==> src/bstk_pkg.sv <==
// Shared constants, codes and command/status types for the bounded stack.
package bstk_pkg;

    localparam int DEPTH   = 8;
    localparam int WORD_W  = 32;
    localparam int OP_W    = 3;
    localparam int STAT_W  = 2;
    localparam int COUNT_W = $clog2(DEPTH + 1);
    localparam int ADDR_W  = (DEPTH > 1) ? $clog2(DEPTH) : 1;

    localparam logic [OP_W-1:0] OP_PUSH     = 3'd0;
    localparam logic [OP_W-1:0] OP_POP      = 3'd1;
    localparam logic [OP_W-1:0] OP_TRAVERSE = 3'd2;
    localparam logic [OP_W-1:0] OP_PEEK     = 3'd3;
    localparam logic [OP_W-1:0] OP_SMALLEST = 3'd4;

    localparam logic [STAT_W-1:0] ST_OK       = 2'd0;
    localparam logic [STAT_W-1:0] ST_OVERFLOW = 2'd1;
    localparam logic [STAT_W-1:0] ST_EMPTY    = 2'd2;

    typedef enum logic [2:0] {
        E_NONE,
        E_PUSH_OK,
        E_OVERFLOW,
        E_EMPTY,
        E_READ,
        E_TRAV,
        E_MIN
    } t_emit;

    typedef struct packed {
        logic  load;
        logic  wr;
        logic  dec_count;
        logic  rd_top;
        logic  rd_first;
        logic  rd_down;
        logic  rd_up;
        logic  min_upd;
        t_emit emit;
    } t_cmd;

    typedef struct packed {
        logic op_push;
        logic op_pop;
        logic op_trav;
        logic op_peek;
        logic op_min;
        logic empty;
        logic full;
        logic ptr_zero;
        logic ptr_top;
    } t_stat;

endpackage

==> src/bstk_ctrl.sv <==
// Controller state machine sequencing each stack operation.
module bstk_ctrl (
    input  logic           i_clk,
    input  logic           i_rst_n,
    input  logic           i_start,
    input  bstk_pkg::t_stat i_stat,
    output bstk_pkg::t_cmd  o_cmd,
    output logic           o_busy
);

    typedef enum logic [4:0] {
        S_IDLE   = 5'b00001,
        S_DECODE = 5'b00010,
        S_READ   = 5'b00100,
        S_TRAV   = 5'b01000,
        S_SCAN   = 5'b10000
    } t_state;

    t_state r_state;
    t_state n_state;

    always_ff @(posedge i_clk) begin
        if (!i_rst_n) begin
            r_state <= S_IDLE;
        end else begin
            r_state <= n_state;
        end
    end

    always_comb begin
        n_state = r_state;
        o_cmd   = '0;
        o_cmd.emit = bstk_pkg::E_NONE;
        case (r_state)
            S_IDLE: begin
                if (i_start) begin
                    o_cmd.load = 1'b1;
                    n_state    = S_DECODE;
                end
            end
            S_DECODE: begin
                n_state = S_IDLE;
                if (i_stat.op_push) begin
                    if (i_stat.full) begin
                        o_cmd.emit = bstk_pkg::E_OVERFLOW;
                    end else begin
                        o_cmd.wr   = 1'b1;
                        o_cmd.emit = bstk_pkg::E_PUSH_OK;
                    end
                end else if (i_stat.op_pop || i_stat.op_trav || i_stat.op_peek
                             || i_stat.op_min) begin
                    if (i_stat.empty) begin
                        o_cmd.emit = bstk_pkg::E_EMPTY;
                    end else if (i_stat.op_pop) begin
                        o_cmd.rd_top    = 1'b1;
                        o_cmd.dec_count = 1'b1;
                        n_state         = S_READ;
                    end else if (i_stat.op_peek) begin
                        o_cmd.rd_top = 1'b1;
                        n_state      = S_READ;
                    end else if (i_stat.op_trav) begin
                        o_cmd.rd_top = 1'b1;
                        n_state      = S_TRAV;
                    end else begin
                        o_cmd.rd_first = 1'b1;
                        n_state        = S_SCAN;
                    end
                end
            end
            S_READ: begin
                o_cmd.emit = bstk_pkg::E_READ;
                n_state    = S_IDLE;
            end
            S_TRAV: begin
                o_cmd.emit = bstk_pkg::E_TRAV;
                if (i_stat.ptr_zero) begin
                    n_state = S_IDLE;
                end else begin
                    o_cmd.rd_down = 1'b1;
                end
            end
            S_SCAN: begin
                o_cmd.min_upd = 1'b1;
                if (i_stat.ptr_top) begin
                    o_cmd.emit = bstk_pkg::E_MIN;
                    n_state    = S_IDLE;
                end else begin
                    o_cmd.rd_up = 1'b1;
                end
            end
            default: begin
                n_state = S_IDLE;
            end
        endcase
    end

    assign o_busy = (r_state != S_IDLE);

endmodule

==> src/bstk_dpath.sv <==
// Datapath: entry memory, fill count, scan pointer, running minimum and result register.
module bstk_dpath (
    input  logic                                i_clk,
    input  logic                                i_rst_n,
    input  logic [bstk_pkg::OP_W-1:0]           i_operation,
    input  logic signed [bstk_pkg::WORD_W-1:0]  i_push_value,
    input  bstk_pkg::t_cmd                      i_cmd,
    output bstk_pkg::t_stat                     o_stat,
    output logic                                o_valid,
    output logic [bstk_pkg::STAT_W-1:0]         o_status,
    output logic signed [bstk_pkg::WORD_W-1:0]  o_data_value,
    output logic                                o_last
);

    logic signed [bstk_pkg::WORD_W-1:0] r_mem [bstk_pkg::DEPTH];
    logic signed [bstk_pkg::WORD_W-1:0] r_rdata;
    logic signed [bstk_pkg::WORD_W-1:0] r_val;
    logic signed [bstk_pkg::WORD_W-1:0] r_min;
    logic signed [bstk_pkg::WORD_W-1:0] n_min;
    logic [bstk_pkg::OP_W-1:0]          r_op;
    logic [bstk_pkg::COUNT_W-1:0]       r_count;
    logic [bstk_pkg::COUNT_W-1:0]       n_count;
    logic [bstk_pkg::COUNT_W-1:0]       w_top;
    logic [bstk_pkg::ADDR_W-1:0]        w_top_addr;
    logic [bstk_pkg::ADDR_W-1:0]        r_ptr;
    logic [bstk_pkg::ADDR_W-1:0]        w_rd_addr;
    logic                               w_rd_en;
    logic                               r_valid;
    logic                               n_valid;
    logic [bstk_pkg::STAT_W-1:0]        r_status;
    logic [bstk_pkg::STAT_W-1:0]        n_status;
    logic signed [bstk_pkg::WORD_W-1:0] r_data;
    logic signed [bstk_pkg::WORD_W-1:0] n_data;
    logic                               r_last;
    logic                               n_last;

    assign w_top      = r_count - bstk_pkg::COUNT_W'(1);
    assign w_top_addr = w_top[bstk_pkg::ADDR_W-1:0];

    assign o_stat.op_push  = (r_op == bstk_pkg::OP_PUSH);
    assign o_stat.op_pop   = (r_op == bstk_pkg::OP_POP);
    assign o_stat.op_trav  = (r_op == bstk_pkg::OP_TRAVERSE);
    assign o_stat.op_peek  = (r_op == bstk_pkg::OP_PEEK);
    assign o_stat.op_min   = (r_op == bstk_pkg::OP_SMALLEST);
    assign o_stat.empty    = (r_count == '0);
    assign o_stat.full     = (r_count == bstk_pkg::COUNT_W'(bstk_pkg::DEPTH));
    assign o_stat.ptr_zero = (r_ptr == '0);
    assign o_stat.ptr_top  = (r_ptr == w_top_addr);

    always_ff @(posedge i_clk) begin
        if (i_cmd.load) begin
            r_op  <= i_operation;
            r_val <= i_push_value;
        end
    end

    always_comb begin
        w_rd_en   = i_cmd.rd_top | i_cmd.rd_first | i_cmd.rd_down | i_cmd.rd_up;
        w_rd_addr = r_ptr;
        if (i_cmd.rd_top) begin
            w_rd_addr = w_top_addr;
        end else if (i_cmd.rd_first) begin
            w_rd_addr = '0;
        end else if (i_cmd.rd_down) begin
            w_rd_addr = r_ptr - bstk_pkg::ADDR_W'(1);
        end else if (i_cmd.rd_up) begin
            w_rd_addr = r_ptr + bstk_pkg::ADDR_W'(1);
        end
    end

    always_ff @(posedge i_clk) begin
        if (i_cmd.wr) begin
            r_mem[r_count[bstk_pkg::ADDR_W-1:0]] <= r_val;
        end
    end

    always_ff @(posedge i_clk) begin
        if (w_rd_en) begin
            r_rdata <= r_mem[w_rd_addr];
            r_ptr   <= w_rd_addr;
        end
    end

    always_comb begin
        n_count = r_count;
        if (i_cmd.wr) begin
            n_count = r_count + bstk_pkg::COUNT_W'(1);
        end else if (i_cmd.dec_count) begin
            n_count = w_top;
        end
    end

    always_comb begin
        n_min = r_min;
        if ((r_ptr == '0) || (r_rdata < r_min)) begin
            n_min = r_rdata;
        end
    end

    always_ff @(posedge i_clk) begin
        if (i_cmd.min_upd) begin
            r_min <= n_min;
        end
    end

    always_comb begin
        n_valid  = 1'b1;
        n_status = bstk_pkg::ST_OK;
        n_data   = '0;
        n_last   = 1'b1;
        case (i_cmd.emit)
            bstk_pkg::E_NONE: begin
                n_valid = 1'b0;
            end
            bstk_pkg::E_PUSH_OK: begin
                n_status = bstk_pkg::ST_OK;
            end
            bstk_pkg::E_OVERFLOW: begin
                n_status = bstk_pkg::ST_OVERFLOW;
            end
            bstk_pkg::E_EMPTY: begin
                n_status = bstk_pkg::ST_EMPTY;
            end
            bstk_pkg::E_READ: begin
                n_data = r_rdata;
            end
            bstk_pkg::E_TRAV: begin
                n_data = r_rdata;
                n_last = (r_ptr == '0);
            end
            bstk_pkg::E_MIN: begin
                n_data = n_min;
            end
            default: begin
                n_valid = 1'b0;
            end
        endcase
    end

    always_ff @(posedge i_clk) begin
        if (!i_rst_n) begin
            r_count <= '0;
            r_valid <= 1'b0;
        end else begin
            r_count <= n_count;
            r_valid <= n_valid;
        end
    end

    always_ff @(posedge i_clk) begin
        r_status <= n_status;
        r_data   <= n_data;
        r_last   <= n_last;
    end

    assign o_valid      = r_valid;
    assign o_status     = r_status;
    assign o_data_value = r_data;
    assign o_last       = r_last;

    a_count_bound: assert property (@(posedge i_clk) disable iff (!i_rst_n)
        r_count <= bstk_pkg::COUNT_W'(bstk_pkg::DEPTH))
        else $error("fill count above depth");

    a_no_write_full: assert property (@(posedge i_clk) disable iff (!i_rst_n)
        i_cmd.wr |-> !o_stat.full)
        else $error("write into full stack");

    a_no_pop_empty: assert property (@(posedge i_clk) disable iff (!i_rst_n)
        i_cmd.dec_count |=> (r_count == $past(w_top)))
        else $error("pop did not drop the fill count by one");

    a_walk_in_range: assert property (@(posedge i_clk) disable iff (!i_rst_n)
        i_cmd.rd_down |-> (r_ptr != '0))
        else $error("traverse walked below the bottom entry");

    a_emit_strobe: assert property (@(posedge i_clk) disable iff (!i_rst_n)
        (i_cmd.emit != bstk_pkg::E_NONE) |=> r_valid)
        else $error("result lost before the output register");

endmodule

==> src/bounded_stack_with_min_scan.sv <==
// Top level of the bounded stack with traverse and minimum scan.
//
// Usage: drive i_operation and i_push_value and raise start; the command
// transfers at a rising edge with start high and busy low. busy stays high
// until the operation has issued its last result, so the next command can
// transfer in the cycle after that.
// Results appear on o_status, o_data_value and o_last, marked by o_valid for
// exactly one cycle each; o_last flags the final result of a command. The
// receiver cannot stall, so every result must be taken when it is shown.
// Sequence per command, with N the fill count: push, empty and overflow cases
// give their one result from the decode state; pop and peek read the top
// entry and give it from the read state; traverse gives N results, top to
// bottom, on consecutive cycles; smallest walks all N entries from the bottom
// and gives one result. The entry memory's one registered read port sets the
// walk to one entry per cycle. Unknown operation codes give no result.
// Reset empties the stack and clears busy and o_valid; the entry memory is
// not cleared, as only stored entries are ever read.
module bounded_stack_with_min_scan (
    input  logic                                i_clk,
    input  logic                                i_rst_n,
    input  logic                                start,
    output logic                                busy,
    input  logic [bstk_pkg::OP_W-1:0]           i_operation,
    input  logic signed [bstk_pkg::WORD_W-1:0]  i_push_value,
    output logic                                o_valid,
    output logic [bstk_pkg::STAT_W-1:0]         o_status,
    output logic signed [bstk_pkg::WORD_W-1:0]  o_data_value,
    output logic                                o_last
);

    bstk_pkg::t_cmd  w_cmd;
    bstk_pkg::t_stat w_stat;

    bstk_ctrl u_ctrl (
        .i_clk   (i_clk),
        .i_rst_n (i_rst_n),
        .i_start (start),
        .i_stat  (w_stat),
        .o_cmd   (w_cmd),
        .o_busy  (busy)
    );

    bstk_dpath u_dpath (
        .i_clk        (i_clk),
        .i_rst_n      (i_rst_n),
        .i_operation  (i_operation),
        .i_push_value (i_push_value),
        .i_cmd        (w_cmd),
        .o_stat       (w_stat),
        .o_valid      (o_valid),
        .o_status     (o_status),
        .o_data_value (o_data_value),
        .o_last       (o_last)
    );

endmodule

==> config.mk <==
export PLATFORM = sky130hd
export DESIGN_NAME = bounded_stack_with_min_scan
export DESIGN_NICKNAME = d
export VERILOG_FILES = /design/src/bstk_pkg.sv /design/src/bstk_ctrl.sv /design/src/bstk_dpath.sv /design/src/bounded_stack_with_min_scan.sv
export SDC_FILE = /design/constraint.sdc
export NUM_CORES = 1
export LEC_CHECK = 0
export BUFFER_PORTS_ARGS = -buffer_cell sky130_fd_sc_hd__buf_2
export CAP_MARGIN = 20
export CORE_ASPECT_RATIO = 1.4
export CORE_MARGIN = 5
export CORE_UTILIZATION = 61
export CTS_CLUSTER_DIAMETER = 100
export DETAILED_ROUTE_END_ITERATION = 7
export GPL_TIMING_DRIVEN = 0
export PLACE_DENSITY = 0.85
export REMOVE_ABC_BUFFERS = 1
export SLEW_MARGIN = 40
export SYNTH_ARGS = -nofsm -noshare
export SYNTH_HDL_FRONTEND = slang
export SYNTH_HIERARCHICAL = 1
export SYNTH_SLANG_ARGS = --single-unit
==> constraint.sdc <==
create_clock -name i_clk -period 6.6 [get_ports i_clk]
set_clock_uncertainty 0.15 [all_clocks]
set_input_delay 0.33 -clock i_clk [delete_from_list [all_inputs] [get_ports i_clk]]
set_output_delay 0.33 -clock i_clk [all_outputs]
set_load 0.05 [all_outputs]
After elaboration in Yosys (flattened, before gate mapping). Memories as Yosys holds them, arrays and structs flattened. A register that Yosys moved wholly into a read port is not among the register bits. Index checks and enable logic that the tools add are counted. Widths: inputs -> output; s select.

Register bits: 115. Latch bits: 0. Memory bits (writable): 256. Memory bits (read-only): 0. Input port bits: 38. Word-level logic and storage cells: 98. Memories kept: 1.

Add/sub/neg operators: 4. Multipliers: 0. Div/mod/pow operators: 0. Magnitude comparators: 1. Equality and inequality tests: 21. Shift operators: 0. Muxes and demuxes: 47. Bitwise operators: 3. Reduce and logical (&&, ||, !) cells: 11.

Memories: u_dpath.r_mem (words 8, bits a word 32, rd ports 1, clocked after memory_dff 1, wr ports 1, line bstk_dpath.sv:15) `logic signed [bstk_pkg::WORD_W-1:0] r_mem [bstk_pkg::DEPTH];`.

Operators with widths (number): $pmux 32 s2 (1); $mux 5 (9); $lt 32x32->1 (1); $mux 32 (1); $mux 3 (10); $pmux 5 s4 (1); $mux 1 (17); $eq 3x2->1 const B (4); $eq 3x3->1 const B (4); $mux 4 (3); $pmux 3 s4 (1); $eq 3x1->1 const B (2); $logic_not 3->1 (2); $mux 2 (3); $reduce_or 6->1 (1); $eq 5x1->1 const B (1); $eq 5x2->1 const B (1); $eq 5x3->1 const B (1); $eq 5x4->1 const B (1); $eq 5x5->1 const B (1); $ne 5x1->1 const B (1); $add 4x1->4 const B (1); $eq 4x4->1 const B (1); $logic_not 4->1 (1); other kinds (12) (18).

Depth between registers and ports, before layout.
Depth in word-level cells: 11. Mapped depth: 19. Gate-level depth less buffers: 16.

By module. Netlist, hierarchy kept.

Modules (own cells, without submodules): bstk_dpath (times used 1, cells an instance 1354, area each 16515.8 um^2); bstk_ctrl (times used 1, cells an instance 51, area each 421.7 um^2).

Worst setup path before layout. Ideal clock, no wire load.

Path kind: register to register. From: register u_ctrl.r_state[4]. To: register u_dpath.r_data, in the netlist u_dpath/o_data_value[13]. Setup time: 0.122 ns. Arrival time: 4.359 ns. Data required time: 6.328 ns. Path slack: 1.970 ns. Cell stages (with the launch flop): 9. Buffers on the path: 3. Period minus slack after synthesis: 4.630 ns. Cells stage by stage: dfxtp_1 -> nor3b_1 -> nor3b_1 -> o2bb2ai_1 -> clkbuf_1 -> nor2b_1 -> clkbuf_1 -> clkbuf_1 -> a221o_1.

RTL lines: from (decl) (line bstk_ctrl.sv:19) `t_state r_state;`; from (signal assigned) (line bstk_ctrl.sv:26) `r_state <= n_state;`; to (signal assigned) (line bstk_dpath.sv:152) `r_data <= n_data;`; to (decl) (line bstk_dpath.sv:32) `logic signed [bstk_pkg::WORD_W-1:0] r_data;`.

==> impl_metrics.env <==
export IMPL_status="completed"
export IMPL_p_leak_nw=7.41
export IMPL_synth_edff_count=358
export IMPL_initial_core_util_pct=61.4
export IMPL_design_area_mm2=0.0199
export IMPL_cp_common_cell="nand2_1"
export IMPL_async_flop_share_pct=0
export IMPL_tns_ps=0
export IMPL_syn_instance_count=1405
export IMPL_final_hold_viol_count=0
export IMPL_n_fill_cell=1680
export IMPL_grt_max_degree=86
export IMPL_relSlewSlack_pct=50.2
export IMPL_grt_pass1_wl_mm=63.1
export IMPL_yosysSeqAreaShare_pct=68.8
export IMPL_dpl_hpwl_mm=24.1
export IMPL_drt_iter0_drc=1512
export IMPL_stdcell_count=1921
export IMPL_syn_cell_area_mm2=0.0169
export IMPL_place_congestion=0.836
export IMPL_fin_total_pwr_mw=5.08
export IMPL_die_area_mm2=0.0312
export IMPL_cp_required_ps=6710
export IMPL_wl_mm=40.4
export IMPL_hold_class="input port to register"
export IMPL_irDropWorstVdd_mv=0.173
export IMPL_arrival_ps=4960
export IMPL_synth_top_cell_area_share_pct=63.5
export IMPL_final_cell_mix="edfxtp_1 (358), nand2_1 (306), nand3_1 (194)"
export IMPL_worst_slack_ps=1750
export IMPL_ant_nets=0
export IMPL_synth_seq_cells=403
export IMPL_clk_latency_ps=530
export IMPL_num_rows=72
export IMPL_crit_slowest_cell="dfxtp_1"
export IMPL_port_buffers=74
export IMPL_viasPerCell=6.17
export IMPL_whs_ps=360
export IMPL_period_needed_ps=4850
export IMPL_area_growth_pct=17.3
export IMPL_layout_nets=1599
export IMPL_rsz0062_at_grt="no"
export IMPL_layout_drive_gt1_share_pct=14.2
export IMPL_maxCapViolCount=0
export IMPL_route_detailed_drc=0
export IMPL_synth_top_cell_by_area="edfxtp_1"
export IMPL_vias=11853
export IMPL_grt_usage_pct=25.8
export IMPL_crit_type="register to register"
export IMPL_final_common_cell="edfxtp_1"
export IMPL_setup_violations_final=0
export IMPL_die_w_um=151
export IMPL_clkSlewWorstSetupHoldPaths_ps=70
export IMPL_syn_avg_cell_area_um2=12.1
export IMPL_pre_cts_ws_ps=1960
export IMPL_max_stage_delay_ps=580
export IMPL_max_freq_ghz=0.206
export IMPL_cts_tree="done"
export IMPL_coreArea_mm2=0.0276
export IMPL_grt_pass1_vias=11548
export IMPL_cts_sinks=403
export IMPL_synth_area_leaders="edfxtp_1 (63%), nand2_1 (6.8%), nand3_1 (5.7%)"
export IMPL_path_max_fanout=24
export IMPL_grt_antenna_before_repair=0
export IMPL_power_density_mw_per_mm2=256
export IMPL_drtPass1Iterations=5
export IMPL_final_max_slew_viol_count=0
export IMPL_cts_made_buffers=36
export IMPL_ys_warn_count=6
export IMPL_period_share_pct=73.5
export IMPL_crit_chain="inv_1, ha_1, xor2_1, nand2_1, nor3b_1, nor3_1, nand2_1, inv_1, nor2_1, xnor2_1, a21oi_4, buf_8, buf_8, buf_8, nand2_1, nand3_1, nand2_1, o21ai_0"
export IMPL_synthFlopType="edfxtp_1"
export IMPL_dpl_cell_area_mm2=0.0183
export IMPL_placed_cells=1819
export IMPL_cts_root_buf="clkbuf_16"
export IMPL_cp_end_kind="register"
export IMPL_grt_ovfl_total=0
export IMPL_fin_util_pct=72.1
export IMPL_n_antenna_cell=0
export IMPL_cts_max_level=2
export IMPL_worst_slew_pin_transition_ps=742
export IMPL_crit_path_start_kind="register"
export IMPL_die_h_um=207
export IMPL_ys_types=57
export IMPL_pin_count=75
export IMPL_wl_per_cell_um=21.0
export IMPL_clockBufferDepth=3
kinds of logic (layout without fill, tap and decap cells):
logic type,Yosys count,in the layout,synth area share (%)
compound gates,167,167,6.42
xor+xnor,9,9,0.465
fa+ha+maj,36,36,2.66
buf+inv,133,279,3.17
flops,403,403,68.8
mux,1,1,0.0665
simple gates,656,656,18.4
sequential cells by signal, summed over array words and instances (netlist names), 2 cells and up:
signal and flops:
u_dpath/r_op 3, u_dpath/r_ptr 3, u_dpath/r_rdata 32, u_dpath/r_count 4, u_ctrl/r_state 5, u_dpath/r_min 32
u_dpath/o_status 2, u_dpath/r_mem 256, u_dpath/o_data_value 32, u_dpath/r_val 32
layout make-up:
type / count / area, µm² / area share (%)
inverter: 45 / 183 / 0.919
timing repair buffer: 170 / 1480 / 7.44
sequential: 403 / 11700 / 58.6
multi-input combinational: 869 / 4880 / 24.6
clock buffer: 43 / 961 / 4.83
tap: 370 / 463 / 2.33
clock inverter: 21 / 259 / 1.30
path summary, 6_finish.rpt:
path | start | to | slack [ps] | depth (start not counted)
min reg2reg | u_dpath/r_rdata[12] | u_dpath/o_data_value[12] | 430 | 1
min | i_push_value[5] | u_dpath/r_val[5] | 360 | 2
max reg2reg | u_dpath/r_count[0] | u_dpath/r_rdata[0] | 1750 | 18
max | u_dpath/r_count[0] | u_dpath/r_rdata[0] | 1750 | 18
worst max-delay path: cells and delay by family (launching register included):
family	cells	cell delay, ps
flip-flops	1	580
adder cells (fa/ha/maj)	1	400
buffers and inverters	5	910
AO/OA/AOI/OAI	2	950
XOR/XNOR	2	360
AND/OR/NAND/NOR	8	1220
layer usage:
metal / share of wire (%) / global-route usage [%]
met5: 0 / 0
met4: 4.3 / 10.5
met3: 8.2 / 3.89
met2: 51 / 43.9
met1: 36 / 33.0
power breakdown:
part           switching [mW]  internal [mW]  leakage [nW]
clock network           0.905           1.28         0.595
logic                  0.0326         0.0336          3.21
registers              0.0335           2.80          3.60
synthesized netlist by cell type, types with 8 or more instances:
master	count
edfxtp_1	358
nand2_1	307
nand3_1	194
clkbuf_1	71
dfxtp_1	45
inv_1	43
a21oi_1	37
ha_1	36
nand3b_1	36
o21ai_0	36
o21ai_1	35
and2_1	30
a221o_1	27
nor2_1	24
nor3b_1	13
nand4_1	11
nor3_1	11
buf_1	10
nor2b_1	8
repair_timing:
action | in CTS | in global routing
resized for setup | 0 | 0
hold buffers | 38 | 0
hold endpoints to repair | 39 | 0
buffers inserted | 0 | 0
Note: power is estimated with default switching activity, not from simulation.
